<file path="src/hdl/jtl_pkg.sv">
// jtl_pkg: shared constants, token codes and the run record of the token lexer
// depends on nothing; imported by every module of the lexer

package jtl_pkg;

  localparam int NUMBER_WIDTH_DEF = 32;
  localparam int QUEUE_DEPTH      = 4;
  localparam int RUN_MAX          = 3;

  typedef logic [3:0] kind_t;
  typedef logic [7:0] byte_t;
  typedef logic [1:0] run_cnt_t;

  // token kinds
  localparam kind_t K_EOF      = 4'd0;
  localparam kind_t K_LBRACE   = 4'd1;
  localparam kind_t K_RBRACE   = 4'd2;
  localparam kind_t K_LBRACKET = 4'd3;
  localparam kind_t K_RBRACKET = 4'd4;
  localparam kind_t K_COLON    = 4'd5;
  localparam kind_t K_COMMA    = 4'd6;
  localparam kind_t K_CHAR     = 4'd7;
  localparam kind_t K_STREND   = 4'd8;
  localparam kind_t K_NUMBER   = 4'd9;
  localparam kind_t K_ERROR    = 4'd10;

  // text bytes
  localparam byte_t CH_LBRACE   = 8'h7B;
  localparam byte_t CH_RBRACE   = 8'h7D;
  localparam byte_t CH_LBRACKET = 8'h5B;
  localparam byte_t CH_RBRACKET = 8'h5D;
  localparam byte_t CH_COLON    = 8'h3A;
  localparam byte_t CH_COMMA    = 8'h2C;
  localparam byte_t CH_MINUS    = 8'h2D;
  localparam byte_t CH_ZERO     = 8'h30;
  localparam byte_t CH_NINE     = 8'h39;
  localparam byte_t CH_SLASH    = 8'h2F;
  localparam byte_t CH_STAR     = 8'h2A;
  localparam byte_t CH_QUOTE    = 8'h22;
  localparam byte_t CH_BSLASH   = 8'h5C;
  localparam byte_t CH_N        = 8'h6E;
  localparam byte_t CH_T        = 8'h74;
  localparam byte_t CH_R        = 8'h72;
  localparam byte_t CH_LF       = 8'h0A;
  localparam byte_t CH_TAB      = 8'h09;
  localparam byte_t CH_CR       = 8'h0D;

  // tokens caused by one input transaction; at most one character and one number
  typedef struct packed {
    run_cnt_t                count;
    kind_t [RUN_MAX-1:0]     kinds;
    byte_t                   ch;
    logic                    neg;
  } run_t;

  // head of the run queue as seen by the token sequencer
  typedef struct packed {
    logic valid;
    run_t run;
  } head_t;

endpackage

</file>
<file path="src/hdl/jtl_if.sv">
// jtl_if: valid/ready channel interfaces for text bytes in and tokens out
// depends on nothing

interface jtl_in_if;
  logic       valid;
  logic       ready;
  logic [7:0] text_byte;
  logic       byte_present;
  logic       end_of_text;

  modport source (output valid, text_byte, byte_present, end_of_text, input ready);
  modport sink   (input valid, text_byte, byte_present, end_of_text, output ready);
endinterface

interface jtl_out_if;
  logic               valid;
  logic               ready;
  logic [3:0]         token_kind;
  logic [7:0]         char_value;
  logic signed [31:0] number_value;
  logic               last_of_run;

  modport source (output valid, token_kind, char_value, number_value, last_of_run,
                  input ready);
  modport sink   (input valid, token_kind, char_value, number_value, last_of_run,
                  output ready);
endinterface

</file>
<file path="src/hdl/jtl_front.sv">
// jtl_front: lexer state machine, classifies one byte per cycle into a run of tokens
// while the queue is not full; depends on jtl_pkg

module jtl_front import jtl_pkg::*; #(
  parameter int NUMBER_WIDTH = NUMBER_WIDTH_DEF
) (
  input  logic                    clk,
  input  logic                    rst_n,
  input  logic                    in_valid,
  output logic                    in_ready,
  input  byte_t                   in_text_byte,
  input  logic                    in_byte_present,
  input  logic                    in_end_of_text,
  input  logic                    q_full,
  output logic                    push,
  output run_t                    push_run,
  output logic [NUMBER_WIDTH-1:0] push_mag
);

  localparam int AW = NUMBER_WIDTH + 4;
  localparam logic [NUMBER_WIDTH-1:0] CAP = {1'b1, {(NUMBER_WIDTH-1){1'b0}}};

  localparam logic [3:0] M_IDLE  = 4'd0;
  localparam logic [3:0] M_SLASH = 4'd1;
  localparam logic [3:0] M_LINE  = 4'd2;
  localparam logic [3:0] M_BLOCK = 4'd3;
  localparam logic [3:0] M_BSTAR = 4'd4;
  localparam logic [3:0] M_STR   = 4'd5;
  localparam logic [3:0] M_ESC   = 4'd6;
  localparam logic [3:0] M_NUM   = 4'd7;
  localparam logic [3:0] M_MINUS = 4'd8;

  logic [3:0]              mode_r, mode_nxt;
  logic [NUMBER_WIDTH-1:0] mag_r, mag_nxt;
  logic                    neg_r, neg_nxt;

  logic                    accept;
  logic                    is_dig;
  logic [NUMBER_WIDTH-1:0] base;
  logic [AW-1:0]           acc;
  logic [NUMBER_WIDTH-1:0] added;
  run_t                    run;
  logic [NUMBER_WIDTH-1:0] num_mag;
  logic                    go_idle;
  byte_t                   esc_ch;

  function automatic run_t add_tok(run_t r, kind_t k);
    run_t t;
    t = r;
    if (t.count != run_cnt_t'(RUN_MAX)) begin
      t.kinds[t.count] = k;
      t.count          = t.count + run_cnt_t'(1);
    end
    return t;
  endfunction

  assign accept   = in_valid && in_ready;
  assign in_ready = !q_full;

  // digit accumulate with clamp at the magnitude limit
  assign is_dig = (in_text_byte >= CH_ZERO) && (in_text_byte <= CH_NINE);
  assign base   = (mode_r == M_NUM) ? mag_r : '0;
  assign acc    = ({4'b0, base} << 3) + ({4'b0, base} << 1) + AW'(in_text_byte[3:0]);
  assign added  = (acc > {4'b0, CAP}) ? CAP : acc[NUMBER_WIDTH-1:0];

  always_comb begin
    case (in_text_byte)
      CH_N:    esc_ch = CH_LF;
      CH_T:    esc_ch = CH_TAB;
      CH_R:    esc_ch = CH_CR;
      default: esc_ch = in_text_byte;
    endcase
  end

  always_comb begin
    mode_nxt = mode_r;
    mag_nxt  = mag_r;
    neg_nxt  = neg_r;
    run      = '0;
    num_mag  = mag_r;
    go_idle  = 1'b0;
    if (in_byte_present) begin
      case (mode_r)
        M_SLASH: begin
          if (in_text_byte == CH_SLASH)     mode_nxt = M_LINE;
          else if (in_text_byte == CH_STAR) mode_nxt = M_BLOCK;
          else                              go_idle  = 1'b1;
        end
        M_LINE: begin
          if (in_text_byte == CH_LF) mode_nxt = M_IDLE;
        end
        M_BLOCK: begin
          if (in_text_byte == CH_STAR) mode_nxt = M_BSTAR;
        end
        M_BSTAR: begin
          if (in_text_byte == CH_SLASH)      mode_nxt = M_IDLE;
          else if (in_text_byte != CH_STAR) mode_nxt = M_BLOCK;
        end
        M_STR: begin
          if (in_text_byte == CH_QUOTE) begin
            run      = add_tok(run, K_STREND);
            mode_nxt = M_IDLE;
          end else if (in_text_byte == CH_BSLASH) begin
            mode_nxt = M_ESC;
          end else begin
            run    = add_tok(run, K_CHAR);
            run.ch = in_text_byte;
          end
        end
        M_ESC: begin
          run      = add_tok(run, K_CHAR);
          run.ch   = esc_ch;
          mode_nxt = M_STR;
        end
        M_NUM: begin
          if (is_dig) begin
            mag_nxt = added;
          end else begin
            run     = add_tok(run, K_NUMBER);
            num_mag = mag_r;
            run.neg = neg_r;
            go_idle = 1'b1;
          end
        end
        M_MINUS: begin
          if (is_dig) begin
            mode_nxt = M_NUM;
            mag_nxt  = added;
          end else begin
            run     = add_tok(run, K_ERROR);
            go_idle = 1'b1;
          end
        end
        default: go_idle = 1'b1;
      endcase
      if (go_idle) begin
        mode_nxt = M_IDLE;
        case (in_text_byte)
          CH_LBRACE:   run = add_tok(run, K_LBRACE);
          CH_RBRACE:   run = add_tok(run, K_RBRACE);
          CH_LBRACKET: run = add_tok(run, K_LBRACKET);
          CH_RBRACKET: run = add_tok(run, K_RBRACKET);
          CH_COLON:    run = add_tok(run, K_COLON);
          CH_COMMA:    run = add_tok(run, K_COMMA);
          CH_SLASH:    mode_nxt = M_SLASH;
          CH_QUOTE:    mode_nxt = M_STR;
          CH_MINUS: begin
            mode_nxt = M_MINUS;
            neg_nxt  = 1'b1;
            mag_nxt  = '0;
          end
          default: begin
            if (is_dig) begin
              mode_nxt = M_NUM;
              neg_nxt  = 1'b0;
              mag_nxt  = added;
            end
          end
        endcase
      end
    end
    if (in_end_of_text) begin
      case (mode_nxt)
        M_STR, M_ESC, M_MINUS: run = add_tok(run, K_ERROR);
        M_NUM: begin
          run     = add_tok(run, K_NUMBER);
          num_mag = mag_nxt;
          run.neg = neg_nxt;
        end
        default: ;
      endcase
      run      = add_tok(run, K_EOF);
      mode_nxt = M_IDLE;
      mag_nxt  = '0;
      neg_nxt  = 1'b0;
    end
  end

  assign push     = accept && (run.count != '0);
  assign push_run = run;
  assign push_mag = num_mag;

  always_ff @(posedge clk) begin
    if (!rst_n) begin
      mode_r <= M_IDLE;
      mag_r  <= '0;
      neg_r  <= 1'b0;
    end else if (accept) begin
      mode_r <= mode_nxt;
      mag_r  <= mag_nxt;
      neg_r  <= neg_nxt;
    end
  end

endmodule

</file>
<file path="src/hdl/jtl_queue.sv">
// jtl_queue: short flip-flop queue of token runs between lexer and sequencer
// depends on jtl_pkg

module jtl_queue import jtl_pkg::*; #(
  parameter int NUMBER_WIDTH = NUMBER_WIDTH_DEF
) (
  input  logic                    clk,
  input  logic                    rst_n,
  input  logic                    push,
  input  run_t                    push_run,
  input  logic [NUMBER_WIDTH-1:0] push_mag,
  output logic                    full,
  input  logic                    pop,
  output head_t                   head,
  output logic [NUMBER_WIDTH-1:0] head_mag
);

  localparam int PW = $clog2(QUEUE_DEPTH);

  run_t                    run_q [QUEUE_DEPTH];
  logic [NUMBER_WIDTH-1:0] mag_q [QUEUE_DEPTH];
  logic [PW-1:0]           wr_ptr_r, rd_ptr_r;
  logic [PW:0]             cnt_r, cnt_nxt;

  assign full       = (cnt_r == (PW+1)'(QUEUE_DEPTH));
  assign head.valid = (cnt_r != '0);
  assign head.run   = run_q[rd_ptr_r];
  assign head_mag   = mag_q[rd_ptr_r];

  always_comb begin
    cnt_nxt = cnt_r;
    if (push && !pop)      cnt_nxt = cnt_r + (PW+1)'(1);
    else if (pop && !push) cnt_nxt = cnt_r - (PW+1)'(1);
  end

  always_ff @(posedge clk) begin
    if (!rst_n) begin
      wr_ptr_r <= '0;
      rd_ptr_r <= '0;
      cnt_r    <= '0;
    end else begin
      if (push) wr_ptr_r <= wr_ptr_r + PW'(1);
      if (pop)  rd_ptr_r <= rd_ptr_r + PW'(1);
      cnt_r <= cnt_nxt;
    end
  end

  always_ff @(posedge clk) begin
    if (push) begin
      run_q[wr_ptr_r] <= push_run;
      mag_q[wr_ptr_r] <= push_mag;
    end
  end

  a_no_push_full: assert property (@(posedge clk) disable iff (!rst_n) !(push && full))
    else $error("run pushed into a full queue");
  a_no_pop_empty: assert property (@(posedge clk) disable iff (!rst_n) pop |-> head.valid)
    else $error("run popped from an empty queue");

endmodule

</file>
<file path="src/hdl/jtl_back.sv">
// jtl_back: token sequencer, walks each queued run and drives the output register
// depends on jtl_pkg

module jtl_back import jtl_pkg::*; #(
  parameter int NUMBER_WIDTH = NUMBER_WIDTH_DEF
) (
  input  logic                    clk,
  input  logic                    rst_n,
  input  head_t                   head,
  input  logic [NUMBER_WIDTH-1:0] head_mag,
  output logic                    pop,
  output logic                    out_valid,
  input  logic                    out_ready,
  output kind_t                   out_kind,
  output byte_t                   out_char,
  output logic signed [31:0]      out_number,
  output logic                    out_last
);

  localparam logic [NUMBER_WIDTH-1:0] CAP = {1'b1, {(NUMBER_WIDTH-1){1'b0}}};

  logic                      out_valid_r;
  run_cnt_t                  sel_r, sel_nxt;
  kind_t                     kind_r, kind_nxt;
  byte_t                     char_r, char_nxt;
  logic signed [31:0]        num_r, num_nxt;
  logic                      last_r, last_nxt;
  logic                      load;
  logic signed [NUMBER_WIDTH-1:0] val_w;
  logic signed [63:0]        val_ext;

  assign load     = head.valid && (!out_valid_r || out_ready);
  assign last_nxt = ((sel_r + run_cnt_t'(1)) == head.run.count);
  assign pop      = load && last_nxt;
  assign sel_nxt  = load ? (last_nxt ? '0 : sel_r + run_cnt_t'(1)) : sel_r;
  assign kind_nxt = head.run.kinds[sel_r];

  // signed value with clamp of the positive side
  assign val_w   = head.run.neg ? -head_mag : ((head_mag >= CAP) ? CAP - 1'b1 : head_mag);
  assign val_ext = 64'(val_w);

  assign char_nxt = (kind_nxt == K_CHAR) ? head.run.ch : '0;
  assign num_nxt  = (kind_nxt == K_NUMBER) ? val_ext[31:0] : '0;

  always_ff @(posedge clk) begin
    if (!rst_n) begin
      out_valid_r <= 1'b0;
      sel_r       <= '0;
    end else begin
      sel_r <= sel_nxt;
      if (load)           out_valid_r <= 1'b1;
      else if (out_ready) out_valid_r <= 1'b0;
    end
  end

  always_ff @(posedge clk) begin
    if (load) begin
      kind_r <= kind_nxt;
      char_r <= char_nxt;
      num_r  <= num_nxt;
      last_r <= last_nxt;
    end
  end

  assign out_valid  = out_valid_r;
  assign out_kind   = kind_r;
  assign out_char   = char_r;
  assign out_number = num_r;
  assign out_last   = last_r;

  a_sel_in_run: assert property (@(posedge clk) disable iff (!rst_n)
    head.valid |-> (sel_r < head.run.count))
    else $error("token index beyond run length");
  a_eof_last: assert property (@(posedge clk) disable iff (!rst_n)
    (out_valid_r && (kind_r == K_EOF)) |-> last_r)
    else $error("eof token not marked last of run");

endmodule

</file>
<file path="src/hdl/jsonc_token_lexer_top.sv">
// an accepted byte's run is written to the queue, then its tokens to the output register
// throughput: one byte per cycle in while the queue has room; one token per cycle out
//   when ready; runs go out token by token and the four-run queue absorbs the difference
// reset: synchronous active-low rst_n clears lexer mode, number accumulator, queue
//   pointers and output valid; no clearing pass
// depends on jtl_pkg, jtl_if, jtl_front, jtl_queue, jtl_back

module jsonc_token_lexer_top import jtl_pkg::*; #(
  parameter int NUMBER_WIDTH = NUMBER_WIDTH_DEF
) (
  input logic     clk,
  input logic     rst_n,
  jtl_in_if.sink  in_ch,
  jtl_out_if.source out_ch
);

  // front to queue: one run record per byte transaction that makes tokens
  logic                    push;
  run_t                    push_run;
  logic [NUMBER_WIDTH-1:0] push_mag;
  logic                    q_full;

  // queue to back: head run and its number magnitude
  head_t                   head;
  logic [NUMBER_WIDTH-1:0] head_mag;
  logic                    pop;

  // lexer: ready only depends on queue room, so a waiting token never blocks input
  // while the queue has space
  jtl_front #(.NUMBER_WIDTH(NUMBER_WIDTH)) u_front (
    .clk             (clk),
    .rst_n           (rst_n),
    .in_valid        (in_ch.valid),
    .in_ready        (in_ch.ready),
    .in_text_byte    (in_ch.text_byte),
    .in_byte_present (in_ch.byte_present),
    .in_end_of_text  (in_ch.end_of_text),
    .q_full          (q_full),
    .push            (push),
    .push_run        (push_run),
    .push_mag        (push_mag)
  );

  // decoupling queue between lexer and token sequencer
  jtl_queue #(.NUMBER_WIDTH(NUMBER_WIDTH)) u_queue (
    .clk      (clk),
    .rst_n    (rst_n),
    .push     (push),
    .push_run (push_run),
    .push_mag (push_mag),
    .full     (q_full),
    .pop      (pop),
    .head     (head),
    .head_mag (head_mag)
  );

  // sequencer: one token per output transaction, signs and clamps the number here
  jtl_back #(.NUMBER_WIDTH(NUMBER_WIDTH)) u_back (
    .clk        (clk),
    .rst_n      (rst_n),
    .head       (head),
    .head_mag   (head_mag),
    .pop        (pop),
    .out_valid  (out_ch.valid),
    .out_ready  (out_ch.ready),
    .out_kind   (out_ch.token_kind),
    .out_char   (out_ch.char_value),
    .out_number (out_ch.number_value),
    .out_last   (out_ch.last_of_run)
  );

endmodule
</file>
<file path="src/flat_wrapper.sv">
// flat-port wrapper written by rule: the top's interface ports become plain ports
module jsonc_token_lexer_top_flat import jtl_pkg::*;
#(
  parameter int NUMBER_WIDTH = NUMBER_WIDTH_DEF
)
  (clk, rst_n, in_ch_valid, in_ch_text_byte, in_ch_byte_present, in_ch_end_of_text, in_ch_ready, out_ch_valid, out_ch_token_kind, out_ch_char_value, out_ch_number_value, out_ch_last_of_run, out_ch_ready);
  jtl_in_if in_ch_i ();
  jtl_out_if out_ch_i ();
  input logic clk;
  input logic rst_n;
  input wire logic [$bits(in_ch_i.valid)-1:0] in_ch_valid;
  input wire logic [$bits(in_ch_i.text_byte)-1:0] in_ch_text_byte;
  input wire logic [$bits(in_ch_i.byte_present)-1:0] in_ch_byte_present;
  input wire logic [$bits(in_ch_i.end_of_text)-1:0] in_ch_end_of_text;
  output wire logic [$bits(in_ch_i.ready)-1:0] in_ch_ready;
  output wire logic [$bits(out_ch_i.valid)-1:0] out_ch_valid;
  output wire logic [$bits(out_ch_i.token_kind)-1:0] out_ch_token_kind;
  output wire logic [$bits(out_ch_i.char_value)-1:0] out_ch_char_value;
  output wire logic [$bits(out_ch_i.number_value)-1:0] out_ch_number_value;
  output wire logic [$bits(out_ch_i.last_of_run)-1:0] out_ch_last_of_run;
  input wire logic [$bits(out_ch_i.ready)-1:0] out_ch_ready;
  assign in_ch_i.valid = in_ch_valid;
  assign in_ch_i.text_byte = in_ch_text_byte;
  assign in_ch_i.byte_present = in_ch_byte_present;
  assign in_ch_i.end_of_text = in_ch_end_of_text;
  assign in_ch_ready = in_ch_i.ready;
  assign out_ch_valid = out_ch_i.valid;
  assign out_ch_token_kind = out_ch_i.token_kind;
  assign out_ch_char_value = out_ch_i.char_value;
  assign out_ch_number_value = out_ch_i.number_value;
  assign out_ch_last_of_run = out_ch_i.last_of_run;
  assign out_ch_i.ready = out_ch_ready;
  jsonc_token_lexer_top #(.NUMBER_WIDTH(NUMBER_WIDTH)) u_core (.clk(clk), .rst_n(rst_n), .in_ch(in_ch_i), .out_ch(out_ch_i));
endmodule
</file>
<file path="config.mk">
export PLATFORM = sky130hd
export DESIGN_NAME = jsonc_token_lexer_top_flat
export DESIGN_NICKNAME = d
export VERILOG_FILES = /design/src/hdl/jtl_pkg.sv /design/src/hdl/jtl_if.sv /design/src/hdl/jtl_front.sv /design/src/hdl/jtl_queue.sv /design/src/hdl/jtl_back.sv /design/src/hdl/jsonc_token_lexer_top.sv /design/src/flat_wrapper.sv
export SDC_FILE = /design/constraint.sdc
export NUM_CORES = 1
export LEC_CHECK = 0
export BUFFER_PORTS_ARGS = -buffer_cell sky130_fd_sc_hd__buf_2
export CORE_MARGIN = 2
export CORE_UTILIZATION = 25
export CTS_BUF_LIST = sky130_fd_sc_hd__clkbuf_8
export DETAILED_ROUTE_END_ITERATION = 10
export GPL_TIMING_DRIVEN = 0
export HOLD_SLACK_MARGIN = 0.03
export MAX_ROUTING_LAYER = met4
export SLEW_MARGIN = 0
export SYNTH_ARGS = -nofsm -noshare
export SYNTH_HDL_FRONTEND = slang
export SYNTH_HIERARCHICAL = 1
export SYNTH_SLANG_ARGS = --single-unit
</file>
<file path="constraint.sdc">
create_clock -name clk -period 4.9 [get_ports clk]
set_input_delay 0.49 -clock clk [delete_from_list [all_inputs] [get_ports clk]]
set_output_delay 0.49 -clock clk [all_outputs]
set_load 0.01 [all_outputs]
</file>
==> out/qor.yml <==
status: "finished with violations"
violations: "negative setup slack"
fin_crit_sh_pct: 102
arrival_ps: 5380
grt_max_degree: 56
layout_min_cycle_time_ps: 4980
cts_num_sinks: 314
synthSimpleGateAreaFrac_pct: 15.5
relSlewSlack_pct: 36.4
vias: 13200
drt_pass1_iterations: 5
drv_slew: 0
grt_pass1_vias: 12900
synth_seq_cells: 314
finalWirelength_microns: 48400
critical_path_class: "flop to flop"
synth_top_family_by_area: "simple AND/OR/NAND/NOR gates"
fmax_mhz: 201
clkSlewWorstSetupHoldPaths_ps: 70
synthFlopType: "edfxtp_1"
cts-root-buf: "clkbuf_8"
synthCells: 1469
grt_use_total_pct: 13.3
grt_pass1_wl_microns: 72700
cp-start-kind: "flop"
fin_util_pct: 31.3
synth_enable_flop_cells: 265
p_per_area_nw_per_um2: 362
skew_ps: 23.5
place_hpwl_microns: 33300
cts_buffers: 51
die_w_microns: 267
num-nets-final: 1718
die_y_microns: 267
fillerInstances: 6801
synth.area.mux_share_pct: 7.98
synth_xor_area_share_pct: 1.42
final_cell_mix: "edfxtp_1, nand2_1, a21oi_1"
grt_setup_unrepaired: "yes"
fin_cells: 2555
worst-endpoint-required_ps: 5300
cts_tree: "done"
htreeDepth: 2
gr-total-overflow: 0
maxCapViolations: 0
antenna_found_initial: 2
synth-seq-area-share_pct: 51.7
synth-compound-area-share_pct: 14.7
cellLeakagePower_uw: 0.00756
layout-drive-gt1-share_pct: 27.8
place_inst: 2413
syn2layout_area_growth_pct: 24.1
ir_drop_mv: 0.229
tightest_slew_ps: 941
setup_ws_ps: -83.9
async_flop_share_pct: 0
yosys_warnings: 6
cp_max_fo: 5
first_iter_violations: 1081
io-pin-count: 61
viasPerCell: 5.18
start_util_pct: 25.2
setup_viol: 56
clkLatencyLatePin_ps: 590
yosysUniqueCellTypes: 101
cts_buffer_depth: 3
final-hold-violation-count: 0
netlist_area_sq_um: 17300
cts_hold_buffers: 0
ant_nets: 0
fin_tns_setup_ps: -2300
num_rows: 96
whs_ps: 225
dp_slack_ps: -1790
synth_area_per_cell_sq_um: 11.8
post_drt_wl_per_cell_microns: 18.9
portBuffers: 58
synth_fa_ha_area_share_pct: 5.28
gp_congestion: 0.931
die-area_sq_um: 71300
drc: 0
layout_commonest_cell: "edfxtp_1"
hold_class: "primary input to flop"
core_sq_um: 68500
end_kind: "flop"
## where the power goes
group	switching, uW	total (uW)	internal, uW
clock network	1010	2250	1240
registers	82.8	3400	3320
logic	1300	2110	816
## cells by family (layout without fill, tap and decap cells)
kind of cell | after synthesis | count (layout)
other cells | 1 | 6
fa+ha+maj | 72 | 72
flops | 314 | 314
xor+xnor | 28 | 28
mux | 67 | 67
compound gates | 369 | 369
buf+inv | 118 | 316
simple gates | 500 | 501
## final timing paths
kind | start | end | slack, ps | cells after the start
max | u_core/u_front/mode_r[3]$_SDFFE_PN0P_ | u_core/u_queue/mag_q[1][2]$_DFFE_PP_ | -80 | 20
min | out_ch_ready | u_core/u_back/out_valid$_SDFFE_PN0P_ | 230 | 3
max reg2reg | u_core/u_front/mode_r[3]$_SDFFE_PN0P_ | u_core/u_queue/mag_q[1][2]$_DFFE_PP_ | -80 | 20
min reg2reg | u_core/u_front/mag_r[6]$_SDFFE_PN0P_ | u_core/u_front/mag_r[6]$_SDFFE_PN0P_ | 470 | 2
## Yosys cell counts, types with 12 or more instances
cell | number | area, sq um
edfxtp_1 | 265 | 7960
nand2_1 | 138 | 518
a21oi_1 | 81 | 405
nor2_1 | 81 | 304
ha_1 | 69 | 863
o21ai_0 | 60 | 300
and2_1 | 59 | 369
mux4_2 | 50 | 1130
dfxtp_1 | 49 | 981
clkbuf_1 | 42 | 158
nand3_1 | 39 | 195
inv_1 | 38 | 143
nor3_1 | 31 | 155
o21ai_1 | 25 | 125
nand4_1 | 23 | 144
a311oi_1 | 22 | 193
a211oi_1 | 18 | 135
buf_2 | 18 | 90.1
a31oi_1 | 17 | 106
nor4_1 | 17 | 106
xnor2_1 | 17 | 149
nor2b_1 | 13 | 81.3
a41oi_1 | 12 | 105
o21a_1 | 12 | 90.1
o22ai_1 | 12 | 75.1
## per-layer routing
metal | global-route usage, % | routed length, microns | share of wire, % | vias to the layer above
li1 | - | - | - | 6093
met2 | 21.8 | 23300 | 48 | 449
met3 | 1.79 | 2760 | 5.7 | 110
met5 | - | 0 | 0 | -
met1 | 16.7 | 20700 | 43 | 6585
met4 | 4.74 | 1530 | 3.2 | 0
## cell type report
class	count	area, sq um	share of cell area (%)
flip-flops and latches	314	8950	41.7
multi-input cells	1041	8850	41.2
well taps	882	1100	5.14
repair buffers	114	872	4.07
clock buffers	58	798	3.72
plain buffers	72	507	2.36
clock inverters	33	221	1.03
inverters	39	146	0.682
diodes	2	5.00	0.0233
## metrics by stage
step / total power (uW) / cell area (sq um)
CTS: 7880 / 20800
finish: 7770 / 21500
floorplan: 4900 / 17300
detailed placement: 5600 / 18700
global placement: 5540 / 18700
global route: 8170 / 21500
## state kept, by name, summed over array words and instances (netlist names), named ones only
signal	count
u_core/u_back/out_char	8
u_core/u_back/out_kind	4
u_core/u_back/out_last	1
u_core/u_back/out_number	32
u_core/u_back/out_valid	1
u_core/u_back/sel_r	2
u_core/u_front/mag_r	32
u_core/u_front/mode_r	4
u_core/u_front/neg_r	1
u_core/u_queue/cnt_r	3
u_core/u_queue/mag_q	128
u_core/u_queue/rd_ptr_r	2
u_core/u_queue/run_q	92
u_core/u_queue/wr_ptr_r	2
## critical path, cell delays in order, from the launching register on
cell,delay (ps)
dfxtp_4,350
and4b_4,210
buf_12,150
buf_8,120
and2_4,160
ha_4,270
ha_4,120
inv_2,40
fa_2,390
nand2b_4,170
a211oi_4,370
o21ai_2,130
a311o_2,460
a21boi_2,180
o221ai_2,100
or4_4,550
o31ai_4,230
buf_6,160
nand3_4,180
buf_12,230
o21ai_4,200
## timing repair
| item | in CTS | in global routing |
|---|---|---|
| cloned | 3 | 3 |
| setup buffers | 33 | 17 |
| resized for setup | 169 | 100 |
| pin swaps | 33 | 33 |
| endpoints found under the setup margin | 160 | 148 |
Power figures use the tool's default switching activity.
